<file path="src/rtl/slbc_pkg.sv">
// Shared constants and types for the status LED blink code block.
package slbc_pkg;

  // Configuration register indexes
  localparam logic [1:0] REG_LONG_PERIOD  = 2'd0;
  localparam logic [1:0] REG_SHORT_PERIOD = 2'd1;
  localparam logic [1:0] REG_PAUSE_STEPS  = 2'd2;

  localparam int unsigned CfgAddrWidth = 2;
  localparam int unsigned CfgDataWidth = 16;
  localparam int unsigned PeriodWidth  = 16;
  localparam int unsigned PauseWidth   = 8;
  localparam int unsigned DiffWidth    = 11;
  localparam int unsigned MagWidth     = 11;
  // 2 * (magnitude + pause) never exceeds 2558
  localparam int unsigned LimitWidth   = 12;
  localparam int unsigned InDataWidth  = 16;
  localparam int unsigned OutDataWidth = 8;

  localparam logic [PeriodWidth-1:0] LongPeriodRst  = 16'd150;
  localparam logic [PeriodWidth-1:0] ShortPeriodRst = 16'd50;
  localparam logic [PauseWidth-1:0]  PauseStepsRst  = 8'd5;

  typedef struct packed {
    logic signed [DiffWidth-1:0] temp_diff;
    logic                        heating_off;
  } item_t;

endpackage

</file>
<file path="src/rtl/status_led_blink_code.sv">
// Status LED blink code: one tick per item, input register, step logic, result register.
// An accepted item is held in the input register, then the LED level that its step
// gives is taken into the result register.
// Throughput: one item per cycle while m_axis_tready is high; the input register refills in the cycle the
// result register is taken, so both sides run back to back.
// Reset (rst_ni low, asynchronous): timer, step counter and LED cleared, pipeline
// emptied, registers back to long 150, short 50, pause 5.
module status_led_blink_code #(
  parameter int unsigned COUNT_WIDTH = 16,
  parameter int unsigned TIMER_WIDTH = 16
) (
  input  logic                                clk_i,
  input  logic                                rst_ni,
  input  logic                                s_axis_tvalid,
  output logic                                s_axis_tready,
  // [10:0] temp_diff, [15:11] zero
  input  logic [slbc_pkg::InDataWidth-1:0]    s_axis_tdata,
  // [0] heating_off
  input  logic                                s_axis_tuser,
  output logic                                m_axis_tvalid,
  input  logic                                m_axis_tready,
  // [0] led_on, [7:1] zero
  output logic [slbc_pkg::OutDataWidth-1:0]   m_axis_tdata,
  input  logic                                cfg_we_i,
  input  logic [slbc_pkg::CfgAddrWidth-1:0]   cfg_addr_i,
  input  logic [slbc_pkg::CfgDataWidth-1:0]   cfg_wdata_i
);

  localparam int unsigned PW   = (TIMER_WIDTH > slbc_pkg::PeriodWidth) ?
                                 TIMER_WIDTH : slbc_pkg::PeriodWidth;
  localparam int unsigned CMPW = (COUNT_WIDTH > slbc_pkg::LimitWidth) ?
                                 COUNT_WIDTH : slbc_pkg::LimitWidth;

  // configuration
  logic [slbc_pkg::PeriodWidth-1:0] long_period_q, short_period_q;
  logic [slbc_pkg::PauseWidth-1:0]  pause_steps_q;

  always_ff @(posedge clk_i or negedge rst_ni) begin
    if (!rst_ni) begin
      long_period_q  <= slbc_pkg::LongPeriodRst;
      short_period_q <= slbc_pkg::ShortPeriodRst;
      pause_steps_q  <= slbc_pkg::PauseStepsRst;
    end else if (cfg_we_i) begin
      unique case (cfg_addr_i)
        slbc_pkg::REG_LONG_PERIOD:  long_period_q  <= cfg_wdata_i;
        slbc_pkg::REG_SHORT_PERIOD: short_period_q <= cfg_wdata_i;
        slbc_pkg::REG_PAUSE_STEPS:  pause_steps_q  <= cfg_wdata_i[slbc_pkg::PauseWidth-1:0];
        default: ;
      endcase
    end
  end

  // pipeline control
  logic            in_valid_q, out_valid_q;
  slbc_pkg::item_t in_item_q;
  logic            adv;

  assign adv           = in_valid_q && (!out_valid_q || m_axis_tready);
  assign s_axis_tready = !in_valid_q || adv;

  always_ff @(posedge clk_i or negedge rst_ni) begin
    if (!rst_ni) begin
      in_valid_q  <= 1'b0;
      out_valid_q <= 1'b0;
    end else begin
      if (s_axis_tready) in_valid_q <= s_axis_tvalid;
      if (adv) out_valid_q <= 1'b1;
      else if (m_axis_tready) out_valid_q <= 1'b0;
    end
  end

  always_ff @(posedge clk_i) begin
    if (s_axis_tvalid && s_axis_tready) begin
      in_item_q.temp_diff   <= s_axis_tdata[slbc_pkg::DiffWidth-1:0];
      in_item_q.heating_off <= s_axis_tuser;
    end
  end

  // step logic
  logic [TIMER_WIDTH-1:0]          elapsed_q, elapsed_d, elapsed_inc;
  logic [COUNT_WIDTH-1:0]          count_q, count_d, count_inc;
  logic                            led_q, led_d;
  logic [slbc_pkg::MagWidth-1:0]   mag;
  logic                            big, rest, step, neg;
  logic [slbc_pkg::PeriodWidth-1:0] period;
  logic [slbc_pkg::LimitWidth-1:0] twice_mag, limit;
  logic [CMPW-1:0]                 count_ext;
  logic                            below_wink, within_pause, step_led;

  always_comb begin
    mag = in_item_q.temp_diff[slbc_pkg::DiffWidth-1] ?
          slbc_pkg::MagWidth'(-in_item_q.temp_diff) : slbc_pkg::MagWidth'(in_item_q.temp_diff);
    // -1024 negates to itself; its bit pattern is still 1024 unsigned
    big    = (mag > slbc_pkg::MagWidth'(1));
    rest   = big && !in_item_q.temp_diff[slbc_pkg::DiffWidth-1];
    period = big ? long_period_q : short_period_q;

    elapsed_inc = (&elapsed_q) ? elapsed_q : elapsed_q + TIMER_WIDTH'(1);
    step        = (PW'(elapsed_inc) > PW'(period));

    count_inc = count_q + COUNT_WIDTH'(1);
    neg       = count_inc[COUNT_WIDTH-1];
    count_ext = CMPW'(count_inc);
    twice_mag = {mag, 1'b0};
    limit     = {slbc_pkg::LimitWidth'(mag) + slbc_pkg::LimitWidth'(pause_steps_q)}
                << 1;
    below_wink   = neg || (count_ext < CMPW'(twice_mag));
    within_pause = neg || (count_ext <= CMPW'(limit));

    count_d = count_inc;
    if (big) begin
      if (below_wink) step_led = count_inc[0] ? !rest : rest;
      else begin
        step_led = rest;
        if (!within_pause) count_d = '0;
      end
    end else begin
      step_led = count_inc[0];
    end
    if (in_item_q.heating_off) step_led = 1'b0;

    elapsed_d = elapsed_inc;
    led_d     = led_q;
    if (step) begin
      elapsed_d = '0;
      led_d     = step_led;
    end else begin
      count_d = count_q;
    end
  end

  always_ff @(posedge clk_i or negedge rst_ni) begin
    if (!rst_ni) begin
      elapsed_q <= '0;
      count_q   <= '0;
      led_q     <= 1'b0;
    end else if (adv) begin
      elapsed_q <= elapsed_d;
      count_q   <= count_d;
      led_q     <= led_d;
    end
  end

  assign m_axis_tvalid = out_valid_q;
  assign m_axis_tdata  = {{(slbc_pkg::OutDataWidth-1){1'b0}}, led_q};

  // checks
  a_led_only_on_step: assert property (@(posedge clk_i) disable iff (!rst_ni)
    !(adv && step) |=> $stable(led_q))
    else $error("LED changed without a step");

  a_heating_off_dark: assert property (@(posedge clk_i) disable iff (!rst_ni)
    (adv && step && in_item_q.heating_off) |=> !led_q)
    else $error("LED lit after a step with heating off");

  a_accept_fills: assert property (@(posedge clk_i) disable iff (!rst_ni)
    (s_axis_tvalid && s_axis_tready) |=> in_valid_q)
    else $error("accepted item lost from input register");

  a_step_clears_timer: assert property (@(posedge clk_i) disable iff (!rst_ni)
    (adv && step) |=> (elapsed_q == '0))
    else $error("timer not cleared on step");

endmodule
</file>
<file path="config.mk">
export PLATFORM = sky130hd
export DESIGN_NAME = status_led_blink_code
export DESIGN_NICKNAME = d
export VERILOG_FILES = /design/src/rtl/slbc_pkg.sv /design/src/rtl/status_led_blink_code.sv
export SDC_FILE = /design/constraint.sdc
export NUM_CORES = 1
export LEC_CHECK = 0
export ABC_AREA = 1
export ABC_CLOCK_PERIOD_IN_PS = 5300
export BUFFER_PORTS_ARGS = -buffer_cell sky130_fd_sc_hd__buf_2
export CAP_MARGIN = 20
export CELL_PAD_IN_SITES_DETAIL_PLACEMENT = 2
export CELL_PAD_IN_SITES_GLOBAL_PLACEMENT = 2
export CORE_UTILIZATION = 39
export DETAILED_ROUTE_END_ITERATION = 7
export GPL_TIMING_DRIVEN = 1
export PLACE_DENSITY_LB_ADDON = 0.2
export SETUP_SLACK_MARGIN = 0.02
export SLEW_MARGIN = 20
export SYNTH_ARGS = -nofsm -noshare
export SYNTH_HDL_FRONTEND = slang
export SYNTH_SLANG_ARGS = --single-unit
</file>
<file path="constraint.sdc">
create_clock -name clk_i -period 5.3 [get_ports clk_i]
set_input_delay 0.53 -clock clk_i [delete_from_list [all_inputs] [get_ports clk_i]]
set_output_delay 0.53 -clock clk_i [all_outputs]
set_load 0.03 [all_outputs]
</file>
# Word-level counts from Yosys, hierarchy flattened
# Index checks and enable logic that the tools add are counted.
word_totals:
  in_bits: 40
  output_inout_bits: 10
  ff_bits: 87
  wordCells: 51
classes:
  reduce_logical: 18
  order_cmp: 4
  n_eq_ne: 2
  muxes: 13
  n_addsub: 4
ops:
  columns: ["cell", "count"]
  rows:
  - ["$mux 16", 6]
  - ["$add 16x1->16 const B", 2]
  - ["$gt 16x16->1", 1]
  - ["$le 16x12->1", 1]
  - ["$lt 16x12->1", 1]
  - ["$reduce_and 16->1", 1]
  - ["$add 11x8->11", 1]
  - ["$gt 11x1->1 const B", 1]
  - ["$mux 11", 1]
  - ["$neg 11->11", 1]
  - ["$reduce_and 2->1", 4]
  - ["$mux 1", 6]
  - ["$logic_not 1->1", 4]
  - ["$logic_or 1x1->1", 4]
  - ["$logic_and 1x1->1", 3]
  - ["$eq 2x1->1 const B", 1]
  - ["$eq 2x2->1 const B", 1]
  - ["$logic_not 2->1", 1]
  - ["$reduce_bool 2->1", 1]

# Depth between registers and ports, before layout
logic_depth:
  depth_word: 9
  depth_mapped: 25
  mapped_depth_nobuf: 24

# Worst setup path after synthesis
# OpenSTA, ideal clock, no wires.
synth_path:
  path_kind: "register to register"
  start: "register in_item_q[1] (netlist name)"
  end: "register count_q[4]"
  setup_time_ns: 0.117
  required_time_ns: 5.183
  path_buffers: 1
  synth_period_minus_slack_ns: 3.462
  t_arrival_ns: 3.345
  setup_slack_ns: 1.838
  path_stages_with_launch: 24
  path_cell_list: "edfxtp_1 -> inv_1 -> ha_1 -> nand2_1 -> o21a_1 -> fa_1 -> o21ai_0 -> a21oi_1 -> a21oi_1 -> nand2_1 -> nand2_1 -> a21oi_1 -> nor2_1 -> a21oi_1 -> ha_1 -> nand2_1 -> inv_1 -> nand3_1 -> a21o_1 -> a21oi_1 -> o211ai_4 -> buf_12 -> nand3_2 -> nand2_1"
synth_via:
  elab_chain_cells: 8
  elab_cells_between_ends: 14
  cone_classes: "add/sub (2); order compare (4); mux (5); reduce/logical (3)"
synth_rtl:
  columns: ["item", "line", "text"]
  rows:
  - ["start, declared", "status_led_blink_code.sv:55", "slbc_pkg::item_t in_item_q;"]
  - ["$neg 11->11", "status_led_blink_code.sv:92", "slbc_pkg::MagWidth'(-in_item_q.temp_diff) : slbc_pkg::MagWidth'(in_item_q.temp_diff);"]
  - ["$mux 11 (*)", "status_led_blink_code.sv:91", "mag = in_item_q.temp_diff[slbc_pkg::DiffWidth-1] ?"]
  - ["$add 11x8->11", "status_led_blink_code.sv:105", "limit = {slbc_pkg::LimitWidth'(mag) + slbc_pkg::LimitWidth'(pause_steps_q)}"]
  - ["$le 16x12->1", "status_led_blink_code.sv:108", "within_pause = neg || (count_ext <= CMPW'(limit));"]
  - ["$logic_or 1x1->1", "status_led_blink_code.sv:108", null]
  - ["$mux 16", "status_led_blink_code.sv:115", "if (!within_pause) count_d = '0;"]
  - ["$mux 16", "status_led_blink_code.sv:112", "if (below_wink) step_led = count_inc[0] ? !rest : rest;"]
  - ["$mux 16", "status_led_blink_code.sv:111", "if (big) begin"]
  - ["end signal, assigned", "status_led_blink_code.sv:139", "count_q <= count_d;"]
  - ["end, declared", "status_led_blink_code.sv:81", "logic [COUNT_WIDTH-1:0] count_q, count_d, count_inc;"]
# Mark *: on every way between the ends. The rest lies on a longest branch, timed or not.
# A chain may end at the register's enable or synchronous reset.

# Final worst setup path
layout_path:
  start: "register in_item_q[11] (netlist name)"
  end: "register count_q[2]"
# Same word-level chain as after synthesis.

==> impl_metrics.json <==
{
  "worstPathRequired_ps": 5600,
  "core_area_mm2": 0.0146,
  "clk_pin_slew_ps": 70,
  "wl_per_cell_um": 17.2,
  "cts-root-buf": "clkbuf_16",
  "num_antenna_cells": 0,
  "grt_use_total_pct": 22.8,
  "clockBufferDepth": 2,
  "synthArstFlopShare_pct": 86.2,
  "status": "finished, final reports clean",
  "grt_pass1_vias": 5716,
  "fp.dieH_um": 125,
  "path_class": "reg2reg",
  "tightest_slew_ps": 726,
  "cp-end-kind": "flop",
  "setup_tns_ps": 0,
  "setup_violations": 0,
  "die_w_um": 125,
  "ys_ff_latch": 87,
  "ys_warn_count": 0,
  "routed_wl_mm": 16.5,
  "postCtsSetupRepairBufs": 0,
  "cp-start-kind": "flop",
  "hold_buffers": 0,
  "drv_cap": 0,
  "slew_violations": 0,
  "fin_skew_ps": 7.30,
  "finalHoldViolations": 0,
  "die-area_mm2": 0.0155,
  "hp-class": "in2async",
  "synth.distinct_cells": 44,
  "vias": 4998,
  "viasPerCell": 5.22,
  "cp_max_fo": 18,
  "rsz0062_at_grt": "no",
  "drc_errors": 0,
  "synthToLayoutAreaGrowth_pct": 10.3,
  "seq_area_frac_synth_pct": 38.4,
  "grt_max_degree": 76,
  "drive_above_1_share_pct": 13.3,
  "ios": 50,
  "finalCriticalPeriod_ps": 4570,
  "synth_edf_count": 12,
  "crit_arrival_ps": 4870,
  "syn_area_mm2": 0.00585,
  "utilization_pct": 44.2,
  "timing.hold.ws_ps": 191,
  "io_buffers": 37,
  "grt_pass1_wl_mm": 28.1,
  "postCtsResizedCells": 0,
  "clkSinkCount": 87,
  "nNetsFinal": 857,
  "avgSynthCellArea_um2": 7.92,
  "synthFlopType": "dfrtp_1",
  "clk_latency_ps": 360,
  "drtAntennaViolNets": 0,
  "h-tree-depth": 3,
  "numCtsBuffers": 9,
  "start_util_pct": 40.1,
  "rows": 44,
  "antenna_found_initial": 0,
  "slew_headroom_pct": 51.6,
  "dp_hpwl_mm": 12.9,
  "overflow": 0,
  "gp_congestion": 0.820,
  "p_leak_nw": 3.42,
  "drt-initial-drc-count": 167,
  "fmax_mhz": 219,
  "cts_tree": "done",
  "power_density_mw_per_mm2": 390,
  "reg2reg_slack_ps": 730,
  "dr.pass1.iters": 4,
  "fin_crit_sh_pct": 86.2,
  "synth_cells": 739,
  "max-vdd-ir-drop_v": 0.000161
}
[worst max-delay path, stage by stage, from the launching register on]
cell      delay (ps)
edfxtp_1         740
inv_2            120
o21ai_1          210
nand2_1          130
ha_1             390
nand2_1           70
o21ai_0          300
a21oi_1          120
a21oi_1          260
nand2_1           90
nand2_1           80
a21oi_1           90
xor2_1           160
ha_1             310
a21oi_1          160
nor2_1            60
a211oi_1         260
a21oi_1          160
o211ai_4         520
nand3_1          160
nand2_1           90
[cell type report]
| cell class | count | area, um2 |
|---|---|---|
| clock inverters | 7 | 71.3 |
| repair buffers | 38 | 199 |
| inverters | 108 | 405 |
| multi-input cells | 525 | 3070 |
| fillers | 1699 | 8140 |
| well taps | 184 | 230 |
| flip-flops and latches | 87 | 2250 |
| clock buffers | 9 | 225 |
[sequential cells by signal (all words and copies together) (netlist names)]
| register | cells |
|---|---|
| in_valid_q | 1 |
| in_item_q | 12 |
| count_q | 16 |
| m_axis_tvalid | 1 |
| elapsed_q | 16 |
| long_period_q | 16 |
| short_period_q | 16 |
| led_q | 1 |
| pause_steps_q | 8 |
[layout by cell type, fill, tap and decap left out, drive strengths merged]
cell      n
a211oi    2
a21o      3
a21oi    27
buf      38
clkbuf    9
clkinv    4
conb      7
dfrtp    66
dfstp     9
edfxtp   12
fa        1
ha       47
inv     111
mux2      1
mux2i    15
nand2   193
nand3    54
nand3b    1
nand4     7
nor2     44
nor3     15
nor4      3
o211ai    1
o21a      3
o21ai    63
o21bai    1
o221ai    1
o22ai    10
or2       1
xnor2     5
xor2     20
[cell families after synthesis]
| group | share of synthesized area, % |
|---|---|
| AND/OR/NAND/NOR | 24.6 |
| buffers and inverters | 9.62 |
| AO/OA/AOI/OAI | 10.4 |
| flip-flops | 38.4 |
| adder cells (fa/ha/maj) | 10.4 |
| XOR/XNOR | 3.74 |
| multiplexers | 2.76 |
| other | 0.0641 |
[Yosys cell counts (all sizes together), types with 7 or more instances]
master / number / area share (%)
nand2: 193 / 13
inv: 107 / 6.9
dfrtp: 66 / 28
o21ai: 63 / 5.4
nand3: 54 / 5.8
ha: 47 / 10
nor2: 44 / 3.3
a21oi: 27 / 2.3
xor2: 20 / 3.0
mux2i: 15 / 2.6
nor3: 15 / 1.6
buf: 13 / 1.9
clkbuf: 12 / 0.77
edfxtp: 12 / 6.2
o22ai: 10 / 1.1
dfstp: 9 / 4.0
nand4: 7 / 0.86
[metal layers]
| layer | track usage, % | wire, um |
|---|---|---|
| met1 | 25.4 | 6940 |
| met2 | 44.2 | 9050 |
| met3 | 2.66 | 195 |
| met4 | 7.73 | 272 |
| met5 | 0 | 0 |
[final timing paths]
check,endpoint,from,depth (start not counted)
min,count_q[13]$_DFFE_PN0P_,rst_ni,1
max in group asynchronous,long_period_q[0]$_DFFE_PN0P_,rst_ni,1
max reg2reg,count_q[2]$_DFFE_PN0P_,in_item_q[11]$_DFFE_PP_,20
max,count_q[2]$_DFFE_PN0P_,in_item_q[11]$_DFFE_PP_,20
min in group clk_i,in_item_q[2]$_DFFE_PP_,s_axis_tdata[1],1
min reg2reg,led_q$_DFFE_PN0P_,led_q$_DFFE_PN0P_,2
[metrics by stage]
step | power (W) | cell area (um2) | instances | setup slack [ps]
after floorplan | 0.00159 | 5880 | 745 | 1840
final | 0.00252 | 6450 | 958 | 730
after CTS | 0.00255 | 6440 | 958 | 665
after detailed placement | 0.00189 | 6140 | 942 | 756
after global routing | 0.00271 | 6450 | 958 | 225
after global placement | 0.00179 | 6140 | 942 | 1050
[report_power, final]
| group | total [W] | internal, W | switching, W |
|---|---|---|---|
| clock network | 0.000645 | 0.000334 | 0.000311 |
| registers | 0.000918 | 0.000817 | 0.000101 |
| logic | 0.000953 | 0.000326 | 0.000627 |
| total | 0.00252 | 0.00148 | 0.00104 |
Note: power is estimated with default switching activity, not from simulation.
